## src/tfcp_pkg.sv

```systemverilog
// Package with the word types, frame constants and CRC byte update for the frame packer.
`timescale 1ns / 1ps
`default_nettype none
package tfcp_pkg;

    typedef struct packed {
        logic signed [15:0] pos_x;
        logic signed [15:0] pos_y;
        logic signed [15:0] pos_z;
        logic signed [15:0] vel_x;
        logic signed [15:0] vel_y;
        logic signed [15:0] vel_z;
    } item_t;

    typedef struct packed {
        logic [7:0] frame_byte;
        logic       last_byte;
    } frame_word_t;

    localparam int unsigned IDX_W = 5;

    localparam logic [IDX_W-1:0] IDX_HDR_0     = 5'd0;
    localparam logic [IDX_W-1:0] IDX_HDR_1     = 5'd1;
    localparam logic [IDX_W-1:0] IDX_HDR_2     = 5'd2;
    localparam logic [IDX_W-1:0] IDX_PAY_FIRST = 5'd3;
    localparam logic [IDX_W-1:0] IDX_PAY_LAST  = 5'd14;
    localparam logic [IDX_W-1:0] IDX_CRC_LO    = 5'd15;
    localparam logic [IDX_W-1:0] IDX_CRC_HI    = 5'd16;
    localparam logic [IDX_W-1:0] IDX_TRL_0     = 5'd17;
    localparam logic [IDX_W-1:0] IDX_TRL_1     = 5'd18;
    localparam logic [IDX_W-1:0] IDX_LAST      = 5'd19;

    localparam logic [7:0] CHAR_GT   = 8'h3E;
    localparam logic [7:0] CHAR_STAR = 8'h2A;
    localparam logic [7:0] CHAR_LT   = 8'h3C;

    localparam logic [15:0] CRC_SEED = 16'h00FF;

    function automatic logic [15:0] crc_byte(input logic [15:0] crc, input logic [7:0] b);
        logic [7:0] t;
        t = b ^ crc[7:0];
        t = t ^ {t[3:0], 4'b0000};
        return {t, crc[15:8]} ^ {12'b0, t[7:4]} ^ {5'b0, t, 3'b000};
    endfunction

endpackage
`default_nettype wire

```

## src/telemetry_frame_crc_packer_core.sv

```systemverilog
// Top level of the telemetry frame packer: input queue and frame serializer.
// The header byte of a frame reaches the frame port through the queue store and then the
// output word register when the queue and serializer are empty.
// The byte-wide output register sends one byte per cycle while frame_stall is low.
// The queue holds QUEUE_DEPTH words, so new words are taken while a frame is being sent.
// Reset empties the queue, rewinds the byte index, reseeds the CRC and drops frame_valid.
`timescale 1ns / 1ps
`default_nettype none
module telemetry_frame_crc_packer_core #(
    parameter int unsigned QUEUE_DEPTH = 2
) (
    input  wire logic                  clk,
    input  wire logic                  rst_n,
    input  wire logic                  item_valid,
    output logic                       item_stall,
    input  wire tfcp_pkg::item_t       item,
    output logic                       frame_valid,
    input  wire logic                  frame_stall,
    output tfcp_pkg::frame_word_t      frame
);
    import tfcp_pkg::*;

    logic  head_valid;
    item_t head;
    logic  pop;

    tfcp_queue #(
        .DEPTH(QUEUE_DEPTH)
    ) u_queue (
        .clk       (clk),
        .rst_n     (rst_n),
        .item_valid(item_valid),
        .item_stall(item_stall),
        .item      (item),
        .head_valid(head_valid),
        .head      (head),
        .pop       (pop)
    );

    tfcp_back u_back (
        .clk        (clk),
        .rst_n      (rst_n),
        .head_valid (head_valid),
        .head       (head),
        .pop        (pop),
        .frame_valid(frame_valid),
        .frame_stall(frame_stall),
        .frame      (frame)
    );

endmodule
`default_nettype wire

```

## src/tfcp_queue.sv

```systemverilog
// Front part: accepts input words into a short queue ahead of the frame serializer.
`timescale 1ns / 1ps
`default_nettype none
module tfcp_queue #(
    parameter int unsigned DEPTH = 2
) (
    input  wire logic           clk,
    input  wire logic           rst_n,
    input  wire logic           item_valid,
    output logic                item_stall,
    input  wire tfcp_pkg::item_t item,
    output logic                head_valid,
    output tfcp_pkg::item_t     head,
    input  wire logic           pop
);
    import tfcp_pkg::*;

    localparam int unsigned PTR_W = (DEPTH > 1) ? $clog2(DEPTH) : 1;
    localparam int unsigned CNT_W = $clog2(DEPTH + 1);
    localparam logic [PTR_W-1:0] PTR_MAX = PTR_W'(DEPTH - 1);
    localparam logic [CNT_W-1:0] CNT_FULL = CNT_W'(DEPTH);

    item_t            store_reg [DEPTH];
    logic [PTR_W-1:0] wr_ptr_reg, wr_ptr_next;
    logic [PTR_W-1:0] rd_ptr_reg, rd_ptr_next;
    logic [CNT_W-1:0] count_reg, count_next;
    logic             push;
    logic             do_pop;

    assign item_stall = (count_reg == CNT_FULL);
    assign push       = item_valid && !item_stall;
    assign head_valid = (count_reg != '0);
    assign do_pop     = pop && head_valid;
    assign head       = store_reg[rd_ptr_reg];

    always_comb
    begin
        wr_ptr_next = wr_ptr_reg;
        rd_ptr_next = rd_ptr_reg;
        count_next  = count_reg;
        if (push)
        begin
            wr_ptr_next = (wr_ptr_reg == PTR_MAX) ? '0 : wr_ptr_reg + 1'b1;
        end
        if (do_pop)
        begin
            rd_ptr_next = (rd_ptr_reg == PTR_MAX) ? '0 : rd_ptr_reg + 1'b1;
        end
        if (push && !do_pop)
        begin
            count_next = count_reg + 1'b1;
        end
        else if (do_pop && !push)
        begin
            count_next = count_reg - 1'b1;
        end
    end

    always_ff @(posedge clk or negedge rst_n)
    begin
        if (!rst_n)
        begin
            wr_ptr_reg <= '0;
            rd_ptr_reg <= '0;
            count_reg  <= '0;
        end
        else
        begin
            wr_ptr_reg <= wr_ptr_next;
            rd_ptr_reg <= rd_ptr_next;
            count_reg  <= count_next;
        end
    end

    always_ff @(posedge clk)
    begin
        if (push)
        begin
            store_reg[wr_ptr_reg] <= item;
        end
    end

    a_count_bound: assert property (@(posedge clk) disable iff (!rst_n)
        count_reg <= CNT_FULL)
        else $error("Queue fill count exceeds its depth.");

    a_full_push: assert property (@(posedge clk) disable iff (!rst_n)
        (count_reg == CNT_FULL) && !do_pop |=> count_reg == CNT_FULL)
        else $error("A full queue lost an entry without a pop.");

    a_idle_hold: assert property (@(posedge clk) disable iff (!rst_n)
        !push && !do_pop |=> count_reg == $past(count_reg))
        else $error("Queue fill count changed without a push or a pop.");

endmodule
`default_nettype wire

```

## src/tfcp_back.sv

```systemverilog
// Back part: serializes one queued word into a 20-byte frame with its running CRC.
`timescale 1ns / 1ps
`default_nettype none
module tfcp_back (
    input  wire logic                clk,
    input  wire logic                rst_n,
    input  wire logic                head_valid,
    input  wire tfcp_pkg::item_t     head,
    output logic                     pop,
    output logic                     frame_valid,
    input  wire logic                frame_stall,
    output tfcp_pkg::frame_word_t    frame
);
    import tfcp_pkg::*;

    logic [IDX_W-1:0] idx_reg, idx_next;
    logic [15:0]      crc_reg, crc_next;
    logic             valid_reg, valid_next;
    frame_word_t      word_reg, word_next;
    logic             emit;
    logic [95:0]      payload;
    logic [IDX_W-1:0] pay_off;
    logic [7:0]       pay_byte;
    logic [7:0]       cur_byte;

    assign emit    = head_valid && (!valid_reg || !frame_stall);
    assign payload = {head.vel_z, head.vel_y, head.vel_x, head.pos_z, head.pos_y, head.pos_x};
    assign pay_off = idx_reg - IDX_PAY_FIRST;
    assign pay_byte = payload[{pay_off[3:0], 3'b000} +: 8];

    always_comb
    begin
        case (idx_reg) inside
            IDX_HDR_0, IDX_HDR_2:        cur_byte = CHAR_GT;
            IDX_HDR_1, IDX_TRL_1:        cur_byte = CHAR_STAR;
            [IDX_PAY_FIRST:IDX_PAY_LAST]: cur_byte = pay_byte;
            IDX_CRC_LO:                  cur_byte = crc_reg[7:0];
            IDX_CRC_HI:                  cur_byte = crc_reg[15:8];
            IDX_TRL_0, IDX_LAST:         cur_byte = CHAR_LT;
            default:                     cur_byte = 8'h00;
        endcase
    end

    always_comb
    begin
        idx_next   = idx_reg;
        crc_next   = crc_reg;
        valid_next = valid_reg && frame_stall;
        word_next  = word_reg;
        pop        = 1'b0;
        if (emit)
        begin
            valid_next           = 1'b1;
            word_next.frame_byte = cur_byte;
            word_next.last_byte  = (idx_reg == IDX_LAST);
            if (idx_reg == IDX_LAST)
            begin
                idx_next = '0;
                pop      = 1'b1;
            end
            else
            begin
                idx_next = idx_reg + 1'b1;
            end
            if (idx_reg inside {[IDX_PAY_FIRST:IDX_PAY_LAST]})
            begin
                crc_next = crc_byte(crc_reg, pay_byte);
            end
            else if (idx_reg == IDX_CRC_HI)
            begin
                crc_next = CRC_SEED;
            end
        end
    end

    always_ff @(posedge clk or negedge rst_n)
    begin
        if (!rst_n)
        begin
            idx_reg   <= '0;
            crc_reg   <= CRC_SEED;
            valid_reg <= 1'b0;
        end
        else
        begin
            idx_reg   <= idx_next;
            crc_reg   <= crc_next;
            valid_reg <= valid_next;
        end
    end

    always_ff @(posedge clk)
    begin
        word_reg <= word_next;
    end

    assign frame_valid = valid_reg;
    assign frame       = word_reg;

    a_idx_range: assert property (@(posedge clk) disable iff (!rst_n)
        idx_reg <= IDX_LAST)
        else $error("Frame byte index ran past the trailer.");

    a_last_wraps: assert property (@(posedge clk) disable iff (!rst_n)
        valid_reg && word_reg.last_byte |-> idx_reg == IDX_HDR_0)
        else $error("Last byte shown while the frame index did not wrap.");

    a_crc_reseed: assert property (@(posedge clk) disable iff (!rst_n)
        emit && (idx_reg == IDX_CRC_HI) |=> crc_reg == CRC_SEED)
        else $error("CRC was not reseeded after the checksum bytes.");

endmodule
`default_nettype wire

```

## config.mk

```make
export PLATFORM = sky130hd
export DESIGN_NAME = telemetry_frame_crc_packer_core
export DESIGN_NICKNAME = d
export VERILOG_FILES = /design/src/tfcp_pkg.sv /design/src/telemetry_frame_crc_packer_core.sv /design/src/tfcp_queue.sv /design/src/tfcp_back.sv
export SDC_FILE = /design/constraint.sdc
export NUM_CORES = 1
export LEC_CHECK = 0
export BUFFER_PORTS_ARGS = -buffer_cell sky130_fd_sc_hd__buf_2
export CORE_AREA = 8 8 193 195
export CTS_CLUSTER_SIZE = 16
export DETAILED_ROUTE_END_ITERATION = 10
export DIE_AREA = 0 0 201 203
export PLACE_DENSITY = 0.46
export SLEW_MARGIN = 5
export SYNTH_ARGS = -nofsm -noshare
export SYNTH_HDL_FRONTEND = slang
export SYNTH_HIERARCHICAL = 1
export SYNTH_SLANG_ARGS = --single-unit
```

## constraint.sdc

```tcl
create_clock -name clk -period 4.9 [get_ports clk]
set_input_delay 0.98 -clock clk [delete_from_list [all_inputs] [get_ports clk]]
set_output_delay 0.98 -clock clk [all_outputs]
set_load 0.02 [all_outputs]
```

==> flow_summary.toml, run 1 <==
[run_status]
outcome = "completed"

[timing]
timing.slew.headroom_pct = 45.0
unrepaired_setup_endpoints_after_global_routing = "false"
setup_tns_ns = 0
setup_viol = 0
upper_clock_frequency_limit_mhz = 264
clock_period_minus_final_worst_setup_slack_ns = 3.79
worst_clock_skew_ns = 0.0147
finalHoldViolCount = 0
hold-worst-slack_ns = 0.485
slew_viols_final = 0
tightestPinTransition_ns = 0.820
finalCritPeriodShare_pct = 77.4

[clock_tree]
cts_htree_levels = 1
cts.hold.buffers_added = 0
cts_buffers = 24
post-cts-setup-buffers = 0
clock_tree_from_tritoncts = "built"
clk_pin_slew_ns = 0.06
resized_after_cts = 0
cts_max_path_buffers = 3
insertion_delay_ns = 0.51
cts_root_buffer = "sky130_fd_sc_hd__clkbuf_16"
clkSinkCount = 227

[setup_path]
worst-endpoint-required_ns = 5.30
critical_path.max_fanout = 48
crit_path_top_delay_cell = "sky130_fd_sc_hd__buf_4"
crit_type = "reg -> reg"
crit_chain = "buf_4, ha_1, xor2_1, a2111oi_0, a311oi_1, a221oi_1, o211a_1, or2_1, a221o_1"
crit_family = "compound AO/OA/AOI/OAI gates"
critPathMaxStageDelay_ns = 0.60
path_buf_inv = 1
crit_path_start_kind = "flop"
endpoint_kind = "flop"
worst_ep_arrival_time_ns = 4.19

[die]
core_um2 = 34100
dieWidth_um = 201
core.rowCount = 68
die_height_um = 203
floorplan.initialDensity_pct = 29.7
floorplan.die_area_um2 = 40800
design.portCount = 111

[power_and_ir_drop]
net-switching-power_mw = 3.12
worst_ir_drop_vdd_uv = 236
power.combinational.fraction_pct = 44.7
cellInternalPower_mw = 5.53
power_frac_clock_pct = 20.2
seq_power_share_pct = 35.1
switching_fraction_pct = 36.1
power.leakage_nw = 4.33
powerDensity_nw_per_um2 = 728

[logic_synthesis]
synth_largest_type_area_fraction_pct = 59.6
netlist_area_um2 = 10100
synth_seq_cells = 227
syn_nets = 717
synth.lib_cells_used.distinct = 65
post_synth.cell_area_avg_um2 = 16.6
yosys-top-cells-area = "sky130_fd_sc_hd__edfxtp_1 (60%), sky130_fd_sc_hd__mux2_2 (7.4%), sky130_fd_sc_hd__dfrtp_1 (4.4%), sky130_fd_sc_hd__mux2_4 (4.4%), sky130_fd_sc_hd__mux4_2 (2.7%)"
synth-async-reset-ratio_pct = 11.5
synth_edf_count = 201
synth.most_common_cell = "sky130_fd_sc_hd__edfxtp_1"
synthDominantAreaCellType = "sky130_fd_sc_hd__edfxtp_1"
ys_top_cells_by_count = "sky130_fd_sc_hd__edfxtp_1 (201), sky130_fd_sc_hd__mux2_2 (67), sky130_fd_sc_hd__nand2_1 (33)"
part_of_the_yosys_area_used_for_sequential_elements_pct = 66.1
synthesis.instances = 611
postSynth.topFlopCell = "sky130_fd_sc_hd__edfxtp_1"
yosysWarnings = 6

[global_routing]
overall_track_demand_over_capacity_in_global_routing_pct = 11.3
grt_overflow_total = 0
grt_pass1_wl_um = 36600
maximum_number_of_pins_on_one_net_before_global_route_repair = 49
grt_pass1_vias = 6129
antenna_violations_before_repair = 0

[detailed_routing]
first_iter_violations = 311
dr_total_vias = 5549
drtAntennaViolNets = 0
detail_route.wirelength_um = 23400
drcViolationCount = 0
dr.pass1.iters = 5
avgViaCountPerCell = 4.62
drt-wirelength-per-cell_um = 19.4

[finish]
largest_reg_flops = 192
post_route_cells_drive_above_1_share_pct = 38.2
area_growth_syn_to_layout_pct = 17.2
antenna_cells = 0
design.final.nets = 835

[placement]
detailed_place_hpwl_um = 16400
place_congestion = 0.845
numPortBuffers = 110

[min_path]
worstHoldPathType = "in -> async"

[flow_run]
number_of_violations_of_the_max_capacitance_limit = 0
per-layer routing:
layer	GRT usage [%]	vias to the layer above	wire length, um
met5	0	-	0
met4	2.71	0	456
met3	2.12	39	1000
met2	19.7	123	11700
met1	14.3	2765	10200
li1	-	2622	-
final cells by class:
| cell class | count | area [um2] |
|---|---|---|
| Fill cell | 3244 | 22200 |
| Sequential cell | 227 | 6700 |
| Multi-Input combinational cell | 344 | 3170 |
| Timing Repair Buffer | 121 | 646 |
| Clock buffer | 27 | 633 |
| Tap cell | 455 | 569 |
| Clock inverter | 16 | 123 |
| Inverter | 11 | 41.3 |
final timing paths:
path	startpoint	depth (start not counted)	endpoint	slack (ns)
worst max-delay path	u_back/idx_reg[0]	9	u_back/crc_reg[10]	1.11
worst min-delay path	rst_n	1	u_back/idx_reg[2]	0.48
worst max register to register	u_back/idx_reg[0]	9	u_back/crc_reg[10]	1.11
worst min register to register	u_queue/count_reg[1]	1	u_queue/count_reg[1]	0.49
max in group asynchronous	rst_n	1	u_queue/rd_ptr_reg	3.95
min in group clk	u_queue/count_reg[1]	1	u_queue/count_reg[1]	0.49
per-stage QoR:
| stage | util, % | power, mW | cell area, um2 | std cells | setup slack (ns) |
|---|---|---|---|---|---|
| global placement | 32.6 | 6.96 | 11100 | 1158 | 1.19 |
| CTS | 34.8 | 8.80 | 11900 | 1201 | 1.03 |
| global route | 34.8 | 9.22 | 11900 | 1201 | 0.673 |
| floorplan | - | 6.06 | 10100 | 611 | 0.898 |
| detailed placement | 32.6 | 7.03 | 11100 | 1158 | 1.04 |
| finish | 34.8 | 8.65 | 11900 | 1201 | 1.11 |
power groups by stage:
stage	clock network [mW]	logic, mW	registers, mW
global placement	0	3.90	3.07
finish	1.74	3.87	3.04
CTS	1.80	3.95	3.05
floorplan	0	3.04	3.02
global route	1.87	4.25	3.10
detailed placement	0	3.94	3.09
placed cells by master, fill, tap and decap left out, types with 4 or more instances in the layout:
| master | Yosys | layout |
|---|---|---|
| sky130_fd_sc_hd__buf_4 | 1 | 10 |
| sky130_fd_sc_hd__nand3_1 | 14 | 14 |
| sky130_fd_sc_hd__mux2_4 | 30 | 30 |
| sky130_fd_sc_hd__a21oi_1 | 13 | 13 |
| sky130_fd_sc_hd__dfrtp_1 | 18 | 16 |
| sky130_fd_sc_hd__nand2_1 | 33 | 33 |
| sky130_fd_sc_hd__a22oi_1 | 4 | 4 |
| sky130_fd_sc_hd__buf_2 | 9 | 110 |
| sky130_fd_sc_hd__ha_1 | 6 | 6 |
| sky130_fd_sc_hd__xor2_1 | 6 | 6 |
| sky130_fd_sc_hd__o21ai_1 | 5 | 5 |
| sky130_fd_sc_hd__and2_1 | 5 | 5 |
| sky130_fd_sc_hd__or3_1 | 4 | 4 |
| sky130_fd_sc_hd__inv_1 | 10 | 10 |
| sky130_fd_sc_hd__and3_1 | 5 | 4 |
| sky130_fd_sc_hd__clkinv_2 | 0 | 5 |
| sky130_fd_sc_hd__xnor2_1 | 10 | 10 |
| sky130_fd_sc_hd__clkinv_1 | 1 | 9 |
| sky130_fd_sc_hd__clkbuf_16 | 0 | 25 |
| sky130_fd_sc_hd__mux4_2 | 12 | 12 |
| sky130_fd_sc_hd__nor2_1 | 19 | 18 |
| sky130_fd_sc_hd__mux2i_1 | 21 | 21 |
| sky130_fd_sc_hd__a31oi_1 | 5 | 5 |
| sky130_fd_sc_hd__dfstp_2 | 8 | 8 |
| sky130_fd_sc_hd__edfxtp_1 | 201 | 201 |
| sky130_fd_sc_hd__o211ai_1 | 7 | 7 |
| sky130_fd_sc_hd__o21ai_0 | 17 | 17 |
| sky130_fd_sc_hd__a211oi_1 | 6 | 6 |
| sky130_fd_sc_hd__nor2b_1 | 4 | 4 |
| sky130_fd_sc_hd__mux2_2 | 67 | 67 |
cells by family after synthesis:
kind of cell / count (synthesis) / share of synthesized area (%)
flip-flops: 227 / 66.1
multiplexers: 130 / 16.6
AND/OR/NAND/NOR: 98 / 4.68
AO/OA/AOI/OAI: 87 / 6.21
buffers and inverters: 40 / 2.78
XOR/XNOR: 23 / 2.88
adder cells (fa/ha/maj): 6 / 0.741
No activity file was read; power rests on OpenSTA's default activity.
==> inputs of run 2 (changes only) <==
Settings changed: ABC_AREA set to 1, CORE_AREA 8 8 193 195 to 8 8 195 197, DIE_AREA 0 0 201 203 to 0 0 203 205, PLACE_DENSITY 0.46 to 0.44.
Clock period 4.9 ns to 3.5 ns, I/O delays scaled along.
==> flow_summary.toml, run 2 <==
[timing]
upper_clock_frequency_limit_mhz = 349
finalHoldViolCount = 0
slew_viols_final = 0
final_critical_path_setup_slack_ns = 0.631
timing.slew.headroom_pct = 54.2
clock_period_minus_final_worst_setup_slack_ns = 2.87
setup_viol = 0
worst_clock_skew_ns = 0.00849
setup_tns_ns = 0
finalCritPeriodShare_pct = 82.0
unrepaired_setup_endpoints_after_global_routing = "false"
tightestPinTransition_ns = 0.687

[die]
dieWidth_um = 203
floorplan.initialDensity_pct = 29.6
die_height_um = 205
core.rowCount = 69
design.portCount = 111
core_um2 = 35000
floorplan.die_area_um2 = 41600

[detailed_routing]
avgViaCountPerCell = 4.51
drtAntennaViolNets = 0
first_iter_violations = 588
detail_route.wirelength_um = 28100
drt-wirelength-per-cell_um = 16.9
dr_total_vias = 7489
dr.pass1.iters = 5
drcViolationCount = 0

[finish]
post_route_cells_drive_above_1_share_pct = 16.8
area_growth_syn_to_layout_pct = 18.2
antenna_cells = 0
mostFrequentLayoutCells = "sky130_fd_sc_hd__nand2_1 (493), sky130_fd_sc_hd__edfxtp_1 (201), sky130_fd_sc_hd__buf_2 (110), sky130_fd_sc_hd__nand3_1 (110), sky130_fd_sc_hd__inv_1 (76)"
final_common_cell = "sky130_fd_sc_hd__nand2_1"
design.final.nets = 1287
largest_reg_flops = 192

[min_path]
worstHoldPathType = "in -> async"

[clock_tree]
clock_tree_from_tritoncts = "built"
insertion_delay_ns = 0.53
clk_pin_slew_ns = 0.06
cts.hold.buffers_added = 0
cts_root_buffer = "sky130_fd_sc_hd__clkbuf_16"
clkSinkCount = 227
cts_htree_levels = 1
resized_after_cts = 0
cts_max_path_buffers = 3
post-cts-setup-buffers = 0
cts_buffers = 26

[logic_synthesis]
syn_nets = 1173
yosys-top-cells-area = "sky130_fd_sc_hd__edfxtp_1 (58%), sky130_fd_sc_hd__nand2_1 (18%), sky130_fd_sc_hd__nand3_1 (5.3%), sky130_fd_sc_hd__dfrtp_1 (4.4%), sky130_fd_sc_hd__inv_1 (2.8%)"
synth.lib_cells_used.distinct = 29
synthesis.instances = 1067
ys_top_cells_by_count = "sky130_fd_sc_hd__nand2_1 (493), sky130_fd_sc_hd__edfxtp_1 (201), sky130_fd_sc_hd__nand3_1 (110)"
synth.most_common_cell = "sky130_fd_sc_hd__nand2_1"
part_of_the_yosys_area_used_for_sequential_elements_pct = 64.7
netlist_area_um2 = 10300
synth-async-reset-ratio_pct = 11.5
post_synth.cell_area_avg_um2 = 9.69
synthDominantAreaCellType = "sky130_fd_sc_hd__edfxtp_1"
synth_seq_cells = 227
yosysWarnings = 6
synth_edf_count = 201
synth_largest_type_area_fraction_pct = 58.4
postSynth.topFlopCell = "sky130_fd_sc_hd__edfxtp_1"

[power_and_ir_drop]
seq_power_share_pct = 33.1
power.leakage_nw = 5.35
net-switching-power_mw = 5.43
power_frac_clock_pct = 20.8
powerDensity_nw_per_um2 = 1020
cellInternalPower_mw = 7.04
switching_fraction_pct = 43.5
power.combinational.fraction_pct = 46.1
worst_ir_drop_vdd_uv = 429

[global_routing]
grt_pass1_wl_um = 44300
maximum_number_of_pins_on_one_net_before_global_route_repair = 98
grt_pass1_vias = 7563
grt_overflow_total = 0
antenna_violations_before_repair = 0
overall_track_demand_over_capacity_in_global_routing_pct = 13.6

[setup_path]
crit_type = "reg -> reg"
worst_ep_arrival_time_ns = 3.30
endpoint_kind = "flop"
crit_path_start_kind = "flop"
crit_path_top_delay_cell = "sky130_fd_sc_hd__nor2_2"
critical_path.max_fanout = 49
worst-endpoint-required_ns = 3.94
critPathMaxStageDelay_ns = 0.52
crit_chain = "inv_2, buf_4, ha_1, o31ai_1, nor2_2, inv_2, nor2_2, inv_1, o22ai_1"

[placement]
numPortBuffers = 110
detailed_place_hpwl_um = 19600
place_worst_setup_slack_ns = 0.626
place_congestion = 0.864

[run_status]
outcome = "completed"

[flow_run]
number_of_violations_of_the_max_capacitance_limit = 0
run 2: changes by cell type after synthesis, sizes merged, moves of 8 or more:
cell   delta
nand2   +472
nand3    +98
mux2     -97
inv      +76
mux2i    -21
buf      +19
o21ai    +14
mux4     -12
xnor2    -11
nor2      +8
run 2: through the flow:
stage	cell area [um2]	instances	hold slack, ns	utilization [%]	power [mW]
6_report	12200	1662	0.220	35.0	12.5
5_1_grt	12200	1662	0.255	35.0	13.5
4_1_cts	12200	1662	0.231	35.0	12.6
3_5_place_dp	11400	1614	0.472	32.6	9.96
3_3_place_gp	11400	1614	0.463	32.6	9.98
2_1_floorplan	10300	1067	0.404	-	8.20
run 2: final cells by class:
| class | instances | area, um2 |
|---|---|---|
| multi-input cells | 712 | 3040 |
| clock buffers | 32 | 694 |
| repair buffers | 128 | 761 |
| inverters | 86 | 330 |
| flip-flops and latches | 227 | 6700 |
| well taps | 461 | 577 |
| clock inverters | 16 | 123 |
| fillers | 3602 | 22700 |
run 2: worst paths after layout:
| check | startpoint | end | slack (ns) | cells past startpoint |
|---|---|---|---|---|
| worst max-delay path | u_back/idx_reg[0] | u_back/crc_reg[14] | 0.63 | 9 |
| worst min-delay path | rst_n | u_back/frame_valid | 0.22 | 1 |
| worst max register to register | u_back/idx_reg[0] | u_back/crc_reg[14] | 0.63 | 9 |
| worst min register to register | u_queue/count_reg[1] | u_queue/count_reg[1] | 0.48 | 2 |
| max in group asynchronous | rst_n | u_queue/rd_ptr_reg | 2.77 | 1 |
| min in group clk | item[18] | u_queue/store_reg[0][18] | 0.36 | 1 |
run 2: worst max-delay path: cells and delay by family (launching register included):
family                     cells  cell delay (ns)
buffers and inverters          4             0.95
and+or+nand+nor                2             0.79
DFF                            1             0.42
AOI/OAI and AO/OA              2             0.32
adders and majority gates      1             0.29
run 2: metal layers:
| metal | GRT usage, % | vias to the layer above | share of wire, % |
|---|---|---|---|
| met5 | 0 | - | 0 |
| li1 | - | 3738 | - |
| met3 | 1.85 | 29 | 3.5 |
| met2 | 21.8 | 164 | 46 |
| met4 | 3.08 | 0 | 1.6 |
| met1 | 19.3 | 3558 | 48 |
run 2: kinds of logic after synthesis:
family	count (synthesis)	share of synthesized area, %
buffers and inverters	128	5.95
AOI/OAI and AO/OA	57	2.96
adders and majority gates	6	0.726
xor gates and xnor gates	2	0.169
DFF	227	64.7
and+or+nand+nor	647	25.4
run 2: power by group through the flow:
stage	Sequential, mW	Combinational, mW	Clock [mW]
after floorplan	4.21	3.99	0
after global placement	4.18	5.80	0
after detailed placement	4.17	5.79	0
after CTS	4.13	5.80	2.69
after global routing	4.19	6.52	2.79
final	4.13	5.75	2.60
==> inputs of run 3 (changes only) <==
Settings changed: PLACE_DENSITY 0.44 to 0.46.
Clock period 3.5 ns to 2.6 ns, I/O delays scaled along.
==> flow_summary.toml, run 3 (synthesis gave the netlist of run 2 again) <==
[run_status]
outcome = "completed"

[setup_path]
reg2reg_from = "u_back/idx_reg[0]"
crit_family = "simple AND/OR/NAND/NOR gates"
crit_type = "reg -> reg"
reg2reg_to = "u_back/crc_reg[2]"
crit_path_start_kind = "flop"
path_buf_inv = 4
critical_path.max_fanout = 25
worst_ep_arrival_time_ns = 2.86
endpoint_kind = "flop"
path_common_cell = "sky130_fd_sc_hd__nand2_1"
critPathMaxStageDelay_ns = 0.44
worst-endpoint-required_ns = 3.08
crit_chain = "inv_2, ha_1, inv_2, buf_12, nand3_1, nand2_1, nand3_1, nand2_1, nand3_1, nand2_1, nand2_2, nand2_2, nand2_1, nand3_1, nand2_1, inv_1"
worst_case_register_to_register_setup_slack_ns = 0.22
worst_case_reg_to_reg_path_depth = 16
crit_path_top_delay_cell = "sky130_fd_sc_hd__dfrtp_2"

[timing]
slew_viols_final = 0
setup_tns_ns = 0
finalHoldViolCount = 0
timing.slew.headroom_pct = 50.4
setup_viol = 0
clock_period_minus_final_worst_setup_slack_ns = 2.38
upper_clock_frequency_limit_mhz = 421
worst_clock_skew_ns = 0.0126
unrepaired_setup_endpoints_after_global_routing = "false"
tightestPinTransition_ns = 0.743
finalCritPeriodShare_pct = 91.5

[min_path]
worstHoldPathType = "in -> async"

[detailed_routing]
drcViolationCount = 0
detail_route.wirelength_um = 27800
drt-wirelength-per-cell_um = 16.6
dr.pass1.iters = 5
avgViaCountPerCell = 4.48
drtAntennaViolNets = 0
dr_total_vias = 7496
first_iter_violations = 478

[global_routing]
antenna_violations_before_repair = 0
grt_pass1_vias = 7302
overall_track_demand_over_capacity_in_global_routing_pct = 13.2
maximum_number_of_pins_on_one_net_before_global_route_repair = 51
grt_overflow_total = 0
grt_pass1_wl_um = 43100

[die]
core_um2 = 35000
floorplan.initialDensity_pct = 29.6
design.portCount = 111
dieWidth_um = 203
core.rowCount = 69
floorplan.die_area_um2 = 41600
die_height_um = 205

[placement]
place_congestion = 0.886
detailed_place_hpwl_um = 19700
placement.cell_area_um2 = 11700
numPortBuffers = 110

[clock_tree]
cts_root_buffer = "sky130_fd_sc_hd__clkbuf_16"
cts_buffers = 26
cts_htree_levels = 1
cts_max_path_buffers = 3
clk_pin_slew_ns = 0.06
cts.hold.buffers_added = 0
post-cts-setup-buffers = 0
insertion_delay_ns = 0.53
clkSinkCount = 227
resized_after_cts = 0
clock_tree_from_tritoncts = "built"

[finish]
post_route_cells_drive_above_1_share_pct = 18.3
fillCellCount = 3545
final_common_cell = "sky130_fd_sc_hd__nand2_1"
area_of_combinational_cells_with_multiple_inputs_um2 = 3050
post-route-cell-area_um2 = 12500
antenna_cells = 0
area.sequential_um2 = 6700
design.final.nets = 1305
largest_reg_flops = 192
area_growth_syn_to_layout_pct = 20.9
mostFrequentLayoutCells = "sky130_fd_sc_hd__nand2_1 (493), sky130_fd_sc_hd__edfxtp_1 (201), sky130_fd_sc_hd__buf_2 (110), sky130_fd_sc_hd__nand3_1 (110), sky130_fd_sc_hd__inv_1 (76)"

[flow_run]
number_of_violations_of_the_max_capacitance_limit = 0

[power_and_ir_drop]
power.leakage_nw = 5.48
worst_ir_drop_vdd_uv = 548
powerDensity_nw_per_um2 = 1380
[run 3: worst max path at each step]
stage	startpoint	end	slack [ns]	cells after the start
2_1_floorplan	u_queue/count_reg[0]	u_queue/store_reg[0][0]	0.02	4
3_3_place_gp	u_queue/rd_ptr_reg	u_back/crc_reg[9]	0.28	17
3_5_place_dp	u_back/idx_reg[0]	u_back/crc_reg[9]	0.25	15
4_1_cts	u_back/idx_reg[0]	u_back/crc_reg[2]	0.25	16
5_1_grt	u_queue/rd_ptr_reg	u_back/crc_reg[0]	0.005	17
6_report	u_back/idx_reg[0]	u_back/crc_reg[2]	0.22	16
[run 3: routing by layer]
metal | routed length [um] | track usage (%) | vias to the layer above | share of wire (%)
met5 | 0 | 0 | - | 0
met4 | 531 | 3.21 | 0 | 1.9
met3 | 1280 | 2.17 | 36 | 4.6
met2 | 12600 | 21.1 | 156 | 45
met1 | 13500 | 18.5 | 3536 | 48
li1 | - | - | 3768 | -
[run 3: stage by stage]
stage               utilization, %  setup slack, ns  power, mW  hold slack (ns)  std cells
floorplan                        -           0.0237       11.0            0.224       1067
global placement              33.5            0.278       13.9            0.463       1632
detailed placement            33.5            0.246       13.9            0.468       1632
CTS                           35.8            0.248       17.5           0.0513       1675
global route                  35.8          0.00517       18.6           0.0931       1675
finish                        35.8            0.222       17.2           0.0557       1675
[run 3: worst reg2reg max path, cell delays in order (launching register included)]
cell	delay, ns
sky130_fd_sc_hd__dfrtp_2	0.44
sky130_fd_sc_hd__inv_2	0.07
sky130_fd_sc_hd__ha_1	0.37
sky130_fd_sc_hd__inv_2	0.09
sky130_fd_sc_hd__buf_12	0.17
sky130_fd_sc_hd__nand3_1	0.15
sky130_fd_sc_hd__nand2_1	0.14
sky130_fd_sc_hd__nand3_1	0.10
sky130_fd_sc_hd__nand2_1	0.14
sky130_fd_sc_hd__nand3_1	0.09
sky130_fd_sc_hd__nand2_1	0.15
sky130_fd_sc_hd__nand2_2	0.09
sky130_fd_sc_hd__nand2_2	0.09
sky130_fd_sc_hd__nand2_1	0.06
sky130_fd_sc_hd__nand3_1	0.08
sky130_fd_sc_hd__nand2_1	0.05
sky130_fd_sc_hd__inv_1	0.05
[run 3: cell type report]
cell class                      instances  area share (%)
Multi-Input combinational cell        712            24.4
Clock inverter                         12           0.930
Timing Repair Buffer                  146            8.36
Sequential cell                       227            53.6
Tap cell                              461            4.61
Clock buffer                           31            5.52
Inverter                               86            2.65
[run 3: power by group]
group	switching (mW)	leakage [nW]	internal, mW
combinational	5.54	2.91	2.65
clock	1.40	0.395	2.07
sequential	0.377	2.17	5.19
